### src/sv/ihf_pkg.sv
// Shared types and constants for the IPv4 header framer.
package ihf_pkg;

	localparam int unsigned QUEUE_DEPTH = 4;
	localparam int unsigned HDR_BYTES   = 20;

	localparam logic [15:0] MAX_PAYLOAD = 16'd65515;
	localparam logic [15:0] IDENT_VALUE = 16'd54321;
	localparam logic [3:0]  IP_VERSION  = 4'd4;
	localparam logic [3:0]  IP_IHL      = 4'd5;
	localparam logic [7:0]  VER_IHL     = {IP_VERSION, IP_IHL};
	// constant header words folded into the checksum: version/IHL/TOS and identification
	localparam logic [17:0] CSUM_CONST  = 18'({VER_IHL, 8'h00}) + 18'(IDENT_VALUE);

	typedef enum logic {
		KIND_HEADER  = 1'b0,
		KIND_PAYLOAD = 1'b1
	} kind_t;

	typedef struct packed {
		kind_t       kind;
		logic [31:0] src_addr;
		logic [31:0] dst_addr;
		logic [7:0]  time_to_live;
		logic [7:0]  proto_number;
		logic [15:0] total_length;
		logic [16:0] csum_fold;
		logic        zero_len;
		logic [7:0]  payload_byte;
		logic        payload_end;
	} entry_t;

endpackage

### src/sv/ihf_front.sv
// Front end: accepts requests and payload bytes, tracks the remaining count, sums the header.
module ihf_front (
	input  logic           clk,
	input  logic           arst_n,
	input  logic           s_tvalid,
	output logic           s_tready,
	input  logic [103:0]   s_tdata,  // src_addr, dst_addr, proto_number, time_to_live, payload_length, payload_byte
	input  logic [0:0]     s_tuser,  // mode
	output logic           push_valid,
	input  logic           push_ready,
	output ihf_pkg::entry_t push_data
);
	import ihf_pkg::*;

	logic [31:0] in_src;
	logic [31:0] in_dst;
	logic [7:0]  in_proto;
	logic [7:0]  in_ttl;
	logic [15:0] in_plen;
	logic [7:0]  in_byte;
	logic        in_hdr;
	logic [15:0] plen_sat;
	logic [15:0] total;
	logic        accept;
	logic        keep;

	logic [15:0] rem_q;
	logic        valid_s1;
	kind_t       kind_s1;
	logic [31:0] src_s1;
	logic [31:0] dst_s1;
	logic [7:0]  ttl_s1;
	logic [7:0]  proto_s1;
	logic [15:0] total_s1;
	logic        zlen_s1;
	logic [7:0]  byte_s1;
	logic        pend_s1;
	logic [17:0] suma_s1;
	logic [17:0] sumb_s1;

	logic [18:0] sum_full;
	logic [16:0] sum_fold;

	assign in_src   = s_tdata[31:0];
	assign in_dst   = s_tdata[63:32];
	assign in_proto = s_tdata[71:64];
	assign in_ttl   = s_tdata[79:72];
	assign in_plen  = s_tdata[95:80];
	assign in_byte  = s_tdata[103:96];
	assign in_hdr   = (kind_t'(s_tuser[0]) == KIND_HEADER);

	assign plen_sat = (in_plen > MAX_PAYLOAD) ? MAX_PAYLOAD : in_plen;
	assign total    = plen_sat + 16'(HDR_BYTES);

	assign s_tready = !valid_s1 || push_ready;
	assign accept   = s_tvalid && s_tready;
	assign keep     = in_hdr || (rem_q != 16'd0);

	always_ff @(posedge clk or negedge arst_n) begin
		if (!arst_n) begin
			rem_q    <= '0;
			valid_s1 <= 1'b0;
		end else if (accept) begin
			valid_s1 <= keep;
			if (in_hdr) begin
				rem_q <= plen_sat;
			end else if (rem_q != 16'd0) begin
				rem_q <= rem_q - 16'd1;
			end
		end else if (push_ready) begin
			valid_s1 <= 1'b0;
		end
	end

	always_ff @(posedge clk) begin
		if (accept) begin
			kind_s1  <= in_hdr ? KIND_HEADER : KIND_PAYLOAD;
			src_s1   <= in_src;
			dst_s1   <= in_dst;
			ttl_s1   <= in_ttl;
			proto_s1 <= in_proto;
			total_s1 <= total;
			zlen_s1  <= (plen_sat == 16'd0);
			byte_s1  <= in_byte;
			pend_s1  <= (rem_q == 16'd1);
			suma_s1  <= 18'(in_src[31:16]) + 18'(in_src[15:0])
				+ 18'(in_dst[31:16]) + 18'(in_dst[15:0]);
			sumb_s1  <= 18'({in_ttl, in_proto}) + 18'(total) + CSUM_CONST;
		end
	end

	assign sum_full = 19'(suma_s1) + 19'(sumb_s1);
	assign sum_fold = 17'(sum_full[15:0]) + 17'(sum_full[18:16]);

	assign push_valid = valid_s1;

	always_comb begin
		push_data              = '0;
		push_data.kind         = kind_s1;
		push_data.src_addr     = src_s1;
		push_data.dst_addr     = dst_s1;
		push_data.time_to_live = ttl_s1;
		push_data.proto_number = proto_s1;
		push_data.total_length = total_s1;
		push_data.csum_fold    = sum_fold;
		push_data.zero_len     = zlen_s1;
		push_data.payload_byte = byte_s1;
		push_data.payload_end  = pend_s1;
	end

endmodule

### src/sv/ihf_queue.sv
// Short register queue between the front end and the byte serializer.
module ihf_queue #(
	parameter int unsigned DEPTH = ihf_pkg::QUEUE_DEPTH
) (
	input  logic            clk,
	input  logic            arst_n,
	input  logic            push_valid,
	output logic            push_ready,
	input  ihf_pkg::entry_t push_data,
	output logic            pop_valid,
	input  logic            pop_ready,
	output ihf_pkg::entry_t pop_data
);
	import ihf_pkg::*;

	localparam int unsigned PW = (DEPTH > 1) ? $clog2(DEPTH) : 1;
	localparam int unsigned CW = $clog2(DEPTH + 1);
	localparam logic [PW-1:0] PTR_LAST = PW'(DEPTH - 1);
	localparam logic [CW-1:0] CNT_FULL = CW'(DEPTH);

	entry_t        slot_q [DEPTH];
	logic [PW-1:0] wr_ptr_q;
	logic [PW-1:0] rd_ptr_q;
	logic [CW-1:0] count_q;
	logic          do_push;
	logic          do_pop;

	assign push_ready = (count_q != CNT_FULL);
	assign pop_valid  = (count_q != '0);
	assign do_push    = push_valid && push_ready;
	assign do_pop     = pop_valid && pop_ready;
	assign pop_data   = slot_q[rd_ptr_q];

	always_ff @(posedge clk or negedge arst_n) begin
		if (!arst_n) begin
			wr_ptr_q <= '0;
			rd_ptr_q <= '0;
			count_q  <= '0;
		end else begin
			if (do_push) begin
				wr_ptr_q <= (wr_ptr_q == PTR_LAST) ? '0 : wr_ptr_q + PW'(1);
			end
			if (do_pop) begin
				rd_ptr_q <= (rd_ptr_q == PTR_LAST) ? '0 : rd_ptr_q + PW'(1);
			end
			if (do_push && !do_pop) begin
				count_q <= count_q + CW'(1);
			end else if (do_pop && !do_push) begin
				count_q <= count_q - CW'(1);
			end
		end
	end

	always_ff @(posedge clk) begin
		if (do_push) begin
			slot_q[wr_ptr_q] <= push_data;
		end
	end

endmodule

### src/sv/ihf_back.sv
// Back end: serializes headers byte by byte, passes payload bytes, drives the output register.
module ihf_back (
	input  logic            clk,
	input  logic            arst_n,
	input  logic            pop_valid,
	output logic            pop_ready,
	input  ihf_pkg::entry_t pop_data,
	output logic            m_tvalid,
	input  logic            m_tready,
	output logic [7:0]      m_tdata,  // out_byte
	output logic [0:0]      m_tuser,  // run_last
	output logic            m_tlast
);
	import ihf_pkg::*;

	localparam logic [4:0] IDX_LAST = 5'(HDR_BYTES - 1);

	logic        busy_q;
	logic [4:0]  idx_q;
	logic [31:0] src_q;
	logic [31:0] dst_q;
	logic [7:0]  ttl_q;
	logic [7:0]  proto_q;
	logic [15:0] total_q;
	logic        zlen_q;
	logic [15:0] ck_q;
	logic        out_valid_q;
	logic [7:0]  out_byte_q;
	logic        out_run_q;
	logic        out_end_q;

	logic        adv;
	logic        hdr_last;
	logic [7:0]  hdr_byte;
	logic [15:0] ck_sum;

	assign adv       = !out_valid_q || m_tready;
	assign pop_ready = adv && !busy_q;
	assign hdr_last  = (idx_q == IDX_LAST);
	assign ck_sum    = pop_data.csum_fold[15:0] + 16'(pop_data.csum_fold[16]);

	always_comb begin
		unique case (idx_q)
			5'd0:    hdr_byte = VER_IHL;
			5'd1:    hdr_byte = 8'h00;
			5'd2:    hdr_byte = total_q[15:8];
			5'd3:    hdr_byte = total_q[7:0];
			5'd4:    hdr_byte = IDENT_VALUE[15:8];
			5'd5:    hdr_byte = IDENT_VALUE[7:0];
			5'd6:    hdr_byte = 8'h00;
			5'd7:    hdr_byte = 8'h00;
			5'd8:    hdr_byte = ttl_q;
			5'd9:    hdr_byte = proto_q;
			5'd10:   hdr_byte = ck_q[15:8];
			5'd11:   hdr_byte = ck_q[7:0];
			5'd12:   hdr_byte = src_q[31:24];
			5'd13:   hdr_byte = src_q[23:16];
			5'd14:   hdr_byte = src_q[15:8];
			5'd15:   hdr_byte = src_q[7:0];
			5'd16:   hdr_byte = dst_q[31:24];
			5'd17:   hdr_byte = dst_q[23:16];
			5'd18:   hdr_byte = dst_q[15:8];
			5'd19:   hdr_byte = dst_q[7:0];
			default: hdr_byte = 8'h00;
		endcase
	end

	always_ff @(posedge clk or negedge arst_n) begin
		if (!arst_n) begin
			busy_q      <= 1'b0;
			idx_q       <= '0;
			out_valid_q <= 1'b0;
		end else if (adv) begin
			if (busy_q) begin
				out_valid_q <= 1'b1;
				idx_q       <= idx_q + 5'd1;
				if (hdr_last) begin
					busy_q <= 1'b0;
				end
			end else if (pop_valid) begin
				out_valid_q <= 1'b1;
				if (pop_data.kind == KIND_HEADER) begin
					busy_q <= 1'b1;
					idx_q  <= 5'd1;
				end
			end else begin
				out_valid_q <= 1'b0;
			end
		end
	end

	always_ff @(posedge clk) begin
		if (adv) begin
			if (busy_q) begin
				out_byte_q <= hdr_byte;
				out_run_q  <= hdr_last;
				out_end_q  <= hdr_last && zlen_q;
			end else if (pop_valid) begin
				if (pop_data.kind == KIND_HEADER) begin
					out_byte_q <= VER_IHL;
					out_run_q  <= 1'b0;
					out_end_q  <= 1'b0;
					src_q      <= pop_data.src_addr;
					dst_q      <= pop_data.dst_addr;
					ttl_q      <= pop_data.time_to_live;
					proto_q    <= pop_data.proto_number;
					total_q    <= pop_data.total_length;
					zlen_q     <= pop_data.zero_len;
					ck_q       <= ~ck_sum;
				end else begin
					out_byte_q <= pop_data.payload_byte;
					out_run_q  <= 1'b1;
					out_end_q  <= pop_data.payload_end;
				end
			end
		end
	end

	assign m_tvalid   = out_valid_q;
	assign m_tdata    = out_byte_q;
	assign m_tuser[0] = out_run_q;
	assign m_tlast    = out_end_q;

endmodule

### src/sv/ipv4_header_framer_core.sv
// Top level of the IPv4 header framer: front end, request queue and byte serializer.
//
// Takes header requests (tuser 0) and payload bytes (tuser 1) on the slave stream and
// emits the packet byte by byte in wire order on the master stream. A header request
// produces the 20 header bytes, checksum included; the serializer in the back end emits
// one byte per cycle while m_tready does not stall it, and takes no new queue entry
// while a header is being emitted. The front end accepts one transaction per cycle as
// long as the queue (QUEUE_DEPTH entries) has room, and stalls when a run of headers
// fills it. The first output byte of a transaction goes through the front-end register,
// a queue slot and the output register before it is valid on the master stream.
// tuser on the output flags the last byte caused by one input transaction, tlast the
// final byte of the packet. Payload bytes beyond the requested length are dropped.
module ipv4_header_framer_core #(
	parameter int unsigned QUEUE_DEPTH = ihf_pkg::QUEUE_DEPTH
) (
	input  logic         clk,
	input  logic         arst_n,
	input  logic         s_tvalid,
	output logic         s_tready,
	input  logic [103:0] s_tdata,  // src_addr, dst_addr, proto_number, time_to_live, payload_length, payload_byte
	input  logic [0:0]   s_tuser,  // mode
	output logic         m_tvalid,
	input  logic         m_tready,
	output logic [7:0]   m_tdata,  // out_byte
	output logic [0:0]   m_tuser,  // run_last
	output logic         m_tlast
);
	import ihf_pkg::*;

	logic   push_valid;
	logic   push_ready;
	entry_t push_data;
	logic   pop_valid;
	logic   pop_ready;
	entry_t pop_data;

	ihf_front u_front (
		.clk        (clk),
		.arst_n     (arst_n),
		.s_tvalid   (s_tvalid),
		.s_tready   (s_tready),
		.s_tdata    (s_tdata),
		.s_tuser    (s_tuser),
		.push_valid (push_valid),
		.push_ready (push_ready),
		.push_data  (push_data)
	);

	ihf_queue #(
		.DEPTH (QUEUE_DEPTH)
	) u_queue (
		.clk        (clk),
		.arst_n     (arst_n),
		.push_valid (push_valid),
		.push_ready (push_ready),
		.push_data  (push_data),
		.pop_valid  (pop_valid),
		.pop_ready  (pop_ready),
		.pop_data   (pop_data)
	);

	ihf_back u_back (
		.clk       (clk),
		.arst_n    (arst_n),
		.pop_valid (pop_valid),
		.pop_ready (pop_ready),
		.pop_data  (pop_data),
		.m_tvalid  (m_tvalid),
		.m_tready  (m_tready),
		.m_tdata   (m_tdata),
		.m_tuser   (m_tuser),
		.m_tlast   (m_tlast)
	);

endmodule

### config.mk
export PLATFORM = sky130hd
export DESIGN_NAME = ipv4_header_framer_core
export DESIGN_NICKNAME = d
export VERILOG_FILES = /design/src/sv/ihf_pkg.sv /design/src/sv/ihf_front.sv /design/src/sv/ihf_queue.sv /design/src/sv/ihf_back.sv /design/src/sv/ipv4_header_framer_core.sv
export SDC_FILE = /design/constraint.sdc
export NUM_CORES = 1
export LEC_CHECK = 0
export BUFFER_PORTS_ARGS = -buffer_cell sky130_fd_sc_hd__buf_4
export CORE_ASPECT_RATIO = 0.9
export CORE_MARGIN = 2
export CORE_UTILIZATION = 35
export DETAILED_ROUTE_END_ITERATION = 10
export MAX_ROUTING_LAYER = met4
export PLACE_DENSITY = 0.57
export SLEW_MARGIN = 30
export SYNTH_ARGS = -nofsm -noshare
export SYNTH_HDL_FRONTEND = slang
export SYNTH_SLANG_ARGS = --single-unit
### constraint.sdc
create_clock -name clk -period 19.6 [get_ports clk]
set_clock_uncertainty 0.05 [all_clocks]
set_input_delay 0.98 -clock clk [delete_from_list [all_inputs] [get_ports clk]]
set_output_delay 0.98 -clock clk [all_outputs]
set_load 0.02 [all_outputs]
# After elaboration in Yosys (flattened, before gate mapping)
# Memories as Yosys holds them, arrays and structs flattened.
# Cells that the tools add are included.
# op_classes
n_bitwise	4
reduce_logical	26
n_mux	31
n_addsub	15
eq_ne	22
magnitude_cmp	1
# op_table
cell	n
$pmux W8 S17	1
$mux W16	3
$eq A5 B4 Y1 const B	8
$add A18 B16 Y18	2
$add A16 B16 Y17	2
$mux W8	3
$eq A5 B5 Y1 const B	4
$add A18 B18 Y19	1
$add A18 B17 Y18 const B	1
$add A16 B3 Y17	1
$mux W1	17
$add A16 B1 Y16	1
$add A16 B5 Y16 const B	1
$eq A16 B1 Y1 const B	1
$gt A16 B16 Y1 const B	1
$logic_not A16 Y1	1
$not A16 Y16	1
$reduce_bool A16 Y1	1
$sub A16 B1 Y16 const B	1
$mux W5	3
$eq A5 B2 Y1 const B	2
$eq A5 B3 Y1 const B	2
$logic_and A1 B1 Y1	7
$mux W3	2
other kinds (18)	32
# word_totals
elab_cells	129
memories	1
input_bits	109
output_inout_bits	12
ram_bits	496
ff_bits	297
# mem_list
name	words	width	rd	rd_ports_with_merged_regs	wr	line_no	source
u_queue.slot_q	4	124	1	0	1	ihf_queue.sv:21	entry_t slot_q [DEPTH];

# Depth between registers and ports, before layout
# Gate-level depths: netlist of run 1.
# logic_depth
word_depth	7
depth_mapped	23
ltp_nobuf	22

# By module
# A second synthesis of run 1 with hierarchy kept.
# hier_totals
hier_cells	1826
area_unflattened_um2	33166.8
# modules_own_cells
mod	n_inst	cells_each	area_each_um2	seq_area_each_um2
ihf_queue	1	684	18303.8	15069.5
ihf_front	1	745	9191.3	4719.5
ihf_back	1	397	5671.7	3868.7

# Worst setup path before layout of run 1
# Ideal clock, no wire load.
# synth_timing
path_type	flip-flop to flip-flop
from	register u_queue.rd_ptr_q[1]
to	register u_back.ck_q[0], enable pin
arrival_time_ps	6130
setup_time_ps	591
path_stages_with_launch	5
path_buffers	2
t_required_ps	18959
period_less_slack_ps	6771
slack_ps	12829
path_cell_list	dfrtp_1 clkbuf_1 clkbuf_1 mux4_2 nor2_1
# synth_between
elab_chain_cells	3
# synth_lines
item	line_no	source
start, declared	ihf_queue.sv:23	logic [PW-1:0] rd_ptr_q;
start signal, assigned	ihf_queue.sv:44	rd_ptr_q <= (rd_ptr_q == PTR_LAST) ? '0 : rd_ptr_q + PW'(1);
$mem_v2 Z4 W124	--	
$not A1 Y1 (no source line)	--	
$reduce_and A4 Y1 (no source line)	--	
end signal, assigned	ihf_back.sv:109	ck_q <= ~ck_sum;
end, declared	ihf_back.sv:26	logic [15:0] ck_q;
# Every way passes these cells.
# A chain may end at the register's enable or synchronous reset.

==> reports/results.txt, run 1 <==
status - complete, no violations
I/O Buffers - 120
Max transition margin - 0.347
Synth Instances - 1921
total negative slack - 0 ns
clock root buffer - clkbuf_16
row count - 107
Worst Tran Pin Value - 0.980 ns
# Post-CTS Setup Buffers - 0
DRC viols - 0
layout cells sized above 1 - 0.187
RR Startpoint - u_front.sumb_s1[0]
core footprint - 94300 µm²
critical path class - reg2reg
final setup margin - 13.92 ns
crit path capture - u_queue.slot_q[3][26]
Hold Buf Count CTS - 0
PwrDens - 155 nW/µm²
maximum vdd drop - 0.0000794 V
Post-synth ARST share - 0.0391
Initial Util - 0.352
first-pass GRT wire length - 118000 µm
Hold WC Path Type - in2async
number of antenna violations at the first check in global routing - 8
Net Count, Synth - 2140
CP arrival - 5.92 ns
depth of the CTS H-tree - 3
CTS buffer count - 80
clk buf depth - 3
Synth area leader - edfxtp_1
fmax - 176 MHz
CTS tree - built
via count - 17744
die width - 329 µm
Unique masters post-synth - 75
Worst R2R Setup Slack - 13.92 ns
nature of the critical path startpoint - register
leakage power - 13.2 nW
Period minus WS final - 5.69 ns
Mapped Area - 33200 µm²
largest net degree at the start of global routing - 91
gr ovfl total - 0
r2r endpoint - u_queue.slot_q[3][26]
drt wl/cell - 24.0 µm
DRT Pass-1 Iters - 8
vias in the first global route - 17410
post_cts resized - 0
Worst Path Max Fanout - 6
GPL Wtd Cong - 0.896
syn_area_per_cell - 17.3 µm²
Die Area - 97300 µm²
Cell Area, Placed - 35600 µm²
Final setup viols - 0
final wirelength - 81700 µm
number of synthesized flops with an enable pin - 762
Final Hold Fails - 0
share of the synthesized area in the top cell type - 0.689
worst r2r path cells - 21
Worst-path clk slew - 0.06 ns
I/O pin total - 121
CP startpoint - u_front.sumb_s1[0]
area delta synth->final - 14.7%
Primary FF master, synth - edfxtp_1
required time worst endpoint - 19.84 ns
CP endpoint kind - register
largest cells by area after synthesis - edfxtp_1 (69%), mux4_2 (8.4%), ha_1 (3.3%)
period utilisation layout - 0.290
Die H - 296 µm
GRT Total Usage - 0.173
Maximum Capacitance Violations - 0
Layout Nets - 2309
Synth Warn # - 0
pre-CTS setup slack - 14.02 ns
vias per cell - 5.21
DRT iter0 DRCs - 1713
max-slew violation count - 0
RSZ-0062 raised after global routing - false
Skew-Pair Late Insertion Delay - 0.63 ns
placed wire-length estimate - 55900 µm
register area share after synthesis - 0.713
post-route cell area - 38100 µm²
clock sinks - 793
antenna-violating nets left - 0
FF+latch count, synth - 793
-- synthesized netlist by cell type, types with 13 or more instances --
library cell	n
xnor2_1	57
a21oi_1	76
xor2_1	50
clkbuf_1	37
fa_1	22
inv_1	109
and3_1	17
o21ai_0	36
a21o_1	25
nor2_1	66
nand2_1	96
nand3_1	38
buf_2	14
edfxtp_1	762
dfrtp_1	31
o21ai_1	14
nor3_1	29
ha_1	88
mux4_2	124
nand4_1	15
and2_1	15
nor2b_1	13
a22oi_1	13
-- metal layers --
| layer | up-vias | GRT usage | part of all wire |
|---|---|---|---|
| met1 | 9197 | 0.236 | 0.44 |
| met2 | 559 | 0.266 | 0.47 |
| li1 | 7882 | - | - |
| met5 | - | - | 0 |
| met4 | 0 | 0.0458 | 0.024 |
| met3 | 106 | 0.0340 | 0.064 |
-- layout by cell type, fill, tap and decap left out, drive strengths merged, types with 39 or more instances in the layout --
master	instances
edfxtp	762
nor2	66
inv	114
ha	88
clkbuf	102
nand2	96
a21oi	79
xnor2	57
nand3	39
xor2	50
mux4	124
buf	141
o21ai	50
-- registers in the layout, summed over array words and instances, names as in the netlist, 5 cells and up --
register	cells
u_back.total_q	16
u_back.ck_q	16
u_back.src_q	32
u_front.dst_s1	32
u_back.dst_q	32
u_front.byte_s1	8
u_front.ttl_s1	8
u_front.rem_q	16
u_back.proto_q	8
u_front.sumb_s1	18
u_back.ttl_q	8
u_back.m_tdata	8
u_front.suma_s1	18
u_front.src_s1	32
u_back.idx_q	5
u_front.proto_s1	8
u_queue.slot_q	496
u_front.total_s1	16
-- cell type report --
class                   instances  area (µm²)
diodes                          2        5.00
clock buffers                 102        2140
clock inverters                43         275
fillers                      8573       56200
inverters                     111         422
multi-input cells             963        8920
flip-flops and latches        793       23700
well taps                    1253        1570
repair buffers                141        1070
-- critical path: stages (launching register included) --
cell	delay (ns)
edfxtp_1	0.37
ha_1	0.23
fa_1	0.42
a21oi_2	0.19
o21ai_1	0.10
a21oi_2	0.25
a21oi_2	0.10
a21o_1	0.22
o41ai_1	0.42
o21bai_1	0.11
a21o_1	0.21
xor2_1	0.17
ha_1	0.20
inv_1	0.06
fa_1	0.39
nor2b_1	0.15
o21a_1	0.17
nand2_1	0.07
nor3_1	0.26
and3b_1	0.25
nand3_1	0.15
a2111oi_0	0.81
-- report_power, final --
part           internal [W]  total [W]  switching [W]
logic              0.000687    0.00179        0.00110
clock network      0.000800    0.00143       0.000632
registers           0.00247    0.00266       0.000189
-- worst min-delay path by stage --
stage,endpoint,slack [ns],cells after the start
2_1_floorplan,u_queue.slot_q[0][0],0.41,0
3_3_place_gp,u_queue.slot_q[3][88],0.42,0
3_5_place_dp,u_queue.slot_q[0][113],0.43,0
4_1_cts,u_front.rem_q[10],0.26,1
5_1_grt,u_front.rem_q[10],0.29,1
6_report,u_front.rem_q[10],0.27,1
-- cell families after synthesis --
group / share of synthesized area
buffers and inverters: 0.0192
XOR/XNOR: 0.0282
flip-flops: 0.713
AO/OA/AOI/OAI: 0.0546
adder cells (fa/ha/maj): 0.0464
multiplexers: 0.0877
AND/OR/NAND/NOR: 0.0509
-- stage by stage --
stage | utilization | power [W] | hold slack [ns] | cells
after floorplan | - | 0.00386 | 0.409 | 1921
after global placement | 0.378 | 0.00445 | 0.415 | 3261
after detailed placement | 0.378 | 0.00449 | 0.431 | 3261
after CTS | 0.404 | 0.00594 | 0.260 | 3406
after global routing | 0.404 | 0.00618 | 0.289 | 3407
final | 0.404 | 0.00588 | 0.273 | 3408
Note: power is estimated with default switching activity, not from simulation.
==> run 2: changes to the inputs <==
--- a/config.mk
+++ b/config.mk
@@ -5,13 +5,14 @@
 export SDC_FILE = /design/constraint.sdc
 export NUM_CORES = 1
 export LEC_CHECK = 0
+export ABC_AREA = 1
 export BUFFER_PORTS_ARGS = -buffer_cell sky130_fd_sc_hd__buf_4
 export CORE_ASPECT_RATIO = 0.9
 export CORE_MARGIN = 2
 export CORE_UTILIZATION = 35
 export DETAILED_ROUTE_END_ITERATION = 10
 export MAX_ROUTING_LAYER = met4
-export PLACE_DENSITY = 0.57
+export PLACE_DENSITY = 0.59
 export SLEW_MARGIN = 30
 export SYNTH_ARGS = -nofsm -noshare
 export SYNTH_HDL_FRONTEND = slang
==> constraint.sdc (replaced) <==
create_clock -name clk -period 4.7 [get_ports clk]
set_clock_uncertainty 0.05 [all_clocks]
set_input_delay 0.235 -clock clk [delete_from_list [all_inputs] [get_ports clk]]
set_output_delay 0.235 -clock clk [all_outputs]
set_load 0.02 [all_outputs]
==> reports/results.txt, run 2 <==
FF+latch count, synth - 793 (unchanged)
status - complete, no violations
CP max stage cell - fa_1
Cell Area, Placed - 37500 µm² (+5.3%)
Largest delay share family, worst path - simple AND/OR/NAND/NOR gates
max-slew violation count - 0 (unchanged)
Worst Path Max Fanout - 5 (-1)
Reg power frac - 0.425 (-0.027)
DRC viols - 0 (unchanged)
most frequent cell after synthesis - edfxtp_1
critical path class - reg2reg
logic gate share of total power - 0.335 (+0.030)
Worst Tran Pin Value - 0.955 ns (-0.0252 ns)
first-pass GRT wire length - 136000 µm (+15%)
register area share after synthesis - 0.677 (-0.0358)
CP arrival - 4.61 ns (-1.31 ns)
period utilisation layout - 0.900 (+0.610)
CTS tree - built
gr ovfl total - 0 (unchanged)
antenna-violating nets left - 0 (unchanged)
nature of the critical path startpoint - register
commonest non-fill, non-tap cell in the layout - edfxtp_1
GRT Total Usage - 0.182 (+0.00870)
Net Count, Synth - 3147 (+47%)
depth of the CTS H-tree - 3 (unchanged)
Final Hold Fails - 0 (unchanged)
Maximum Capacitance Violations - 0 (unchanged)
# fillers - 9076 (+5.9%)
min-delay src - s_tdata[90]
clock sinks - 793 (unchanged)
most frequent cells in the layout - edfxtp_1 (762), nand2_1 (433), nor2_1 (337), o21ai_0 (280), inv_1 (261)
P_sw - 0.00940 W (+390%)
post_cts resized - 0 (unchanged)
Internal - 0.0163 W (+310%)
worst r2r path cells - 20 (-4.8%)
final wirelength - 90800 µm (+11%)
clock root buffer - clkbuf_16
layout cells sized above 1 - 0.112 (-0.0753)
hold endpoint - u_front.rem_q[10]
M1 wire length - 40500 µm (+12%)
number of synthesized flops with an enable pin - 762 (unchanged)
Synth Instances - 2928 (+52%)
Synth Warn # - 0 (unchanged)
DRT iter0 DRCs - 2193 (+28%)
drt wl/cell - 19.9 µm (-17%)
largest net degree at the start of global routing - 127 (+40%)
syn_area_per_cell - 11.9 µm² (-31%)
placed wire-length estimate - 61300 µm (+9.7%)
Largest register FFs - 496 (unchanged)
crit-path cells - ha_1 > fa_1 > nand2_1 > nand3_1 > nand3_1 > nand2_1 > nand3_1 > nand2_1 > a21boi_0 > xor2_1 > ha_1 > inv_1 > fa_1 > o21ai_0 > nand3_2 > nor2_4 > nand4_2 > nor2_4 > nand4_1 > nor2_1
clk buf depth - 3 (unchanged)
CP endpoint kind - register
r2r endpoint - u_queue.slot_q[3][26]
maximum vdd drop - 0.000324 V (+310%)
Primary FF master, synth - edfxtp_1
post-route cell area - 41100 µm² (+8.0%)
Hold WC Path Type - in2reg
number of antenna violations at the first check in global routing - 2 (-6)
GPL Wtd Cong - 0.912 (+1.8%)
share of the synthesized area in the top cell type - 0.655 (-0.0347)
Worst path max stage delay - 0.44 ns (-0.37 ns)
Final setup viols - 0 (unchanged)
Die H - 304 µm (+2.6%)
Synth area leader - edfxtp_1
Net Sw Frac - 0.365 (+0.0381)
RSZ-0062 raised after global routing - false
core footprint - 98600 µm² (+4.6%)
Mapped Area - 34900 µm² (+5.3%)
Unique masters post-synth - 65 (-13%)
Most flops, register - u_queue.slot_q
area delta synth->final - 17.7%
Worst-path clk slew - 0.06 ns (about the same)
DRT Pass-1 Iters - 7 (-1)
vias in the first global route - 21627 (+24%)
Buf+Inv Stages, Crit Path - 1 (unchanged)
via count - 22927 (+29%)
fmax - 236 MHz (+34%)
met3 WL - 5180 µm (-0.54%)
row count - 109 (+1.9%)
top cells by count, synth - edfxtp_1 (762), nand2_1 (433), nor2_1 (341), o21ai_0 (280), inv_1 (264)
Period minus WS final - 4.23 ns (-1.46 ns)
die width - 337 µm (+2.6%)
met2 WL - 42500 µm (+11%)
uppermost layer routed - met4
RR Startpoint - u_front.suma_s1[0]
Initial Util - 0.354 (+0.00227)
CTS buffer count - 82 (+2.5%)
Die Area - 102000 µm² (+5.2%)
Post-synth ARST share - 0.0391 (unchanged)
leakage power - 15.4 nW (+17%)
required time worst endpoint - 5.08 ns (-14.76 ns)
Worst R2R Setup Slack - 0.47 ns (-13.44 ns)
Layout Nets - 3395 (+47%)
hold path cells - 5
I/O Buffers - 120 (unchanged)
Skew-Pair Late Insertion Delay - 0.63 ns (about the same)
largest cells by area after synthesis - edfxtp_1 (65%), nand2_1 (4.7%), o21ai_0 (4.0%)
clock network power share - 0.240 (-0.003)
Max transition margin - 0.363 (+0.0168)
I/O pin total - 121 (unchanged)
worst hold slack - 0.0472 ns (-0.226 ns)
PwrDens - 625 nW/µm² (+300%)
vias per cell - 5.02 (-3.6%)
[run 2: worst max-delay path by stage]
stage,from,end,slack (ns),cells past startpoint
floorplan,u_queue.count_q[0],u_queue.slot_q[0][0],-1.75,4
global placement,s_tdata[0],u_front.suma_s1[15],0.62,20
detailed placement,u_front.suma_s1[0],u_queue.slot_q[3][26],0.55,20
CTS,u_front.suma_s1[0],u_queue.slot_q[3][26],0.51,20
global route,u_front.suma_s1[0],u_queue.slot_q[0][26],0.21,20
finish,u_front.suma_s1[0],u_queue.slot_q[3][26],0.47,20
[run 2: power by group through the flow]
stage	registers, W	clock network [W]	logic, W
finish	0.0109	0.00617	0.00861
global route	0.0111	0.00656	0.00960
CTS	0.0109	0.00628	0.00864
detailed placement	0.0111	0	0.00853
global placement	0.0111	0	0.00843
floorplan	0.0111	0	0.00566
[run 2: metal layers]
layer  GRT usage  up-vias
met3      0.0244      130
met1       0.251    11200
met2       0.276      717
met4      0.0610        0
li1            -    10880
met5           -        -
[run 2: worst min-delay path, cell delays in order]
cell,delay [ns]
buf_4,0.11
inv_1,0.08
nand2_1,0.09
o211ai_1,0.09
o21ai_0,0.07
[run 2: cells by family after synthesis]
group	after synthesis	share of synthesized area
AO/OA/AOI/OAI	546	0.0882
buffers and inverters	371	0.0424
AND/OR/NAND/NOR	1035	0.130
flip-flops	793	0.677
multiplexers	1	0.000322
XOR/XNOR	72	0.0180
adder cells (fa/ha/maj)	110	0.0441
[run 2: metrics by stage]
step                TNS, ns  utilization  worst slack (ns)  instances  total power, W
global placement          0        0.380             0.619       4319          0.0195
floorplan           -867.33            -             -1.75       2928          0.0167
global route              0        0.417             0.207       4570          0.0272
detailed placement        0        0.381             0.555       4321          0.0196
CTS                       0        0.417             0.510       4567          0.0259
finish                    0        0.417             0.471       4570          0.0257
[run 2: final cells by class]
cell class | count | area [µm²] | share of cell area
sequential | 793 | 23700 | 0.575
multi-input combinational | 1764 | 9830 | 0.239
timing repair buffer | 256 | 2350 | 0.0571
tap | 1332 | 1670 | 0.0405
antenna | 2 | 5.00 | 0.000122
clock inverter | 37 | 327 | 0.00794
inverter | 279 | 1060 | 0.0258
clock buffer | 107 | 2220 | 0.0539
[run 2: repair_timing]
| action | 4_1_cts | 5_1_grt |
|---|---|---|
| hold endpoints to repair | 136 | 0 |
| hold buffers | 102 | 0 |
| buffers inserted | 0 | 0 |
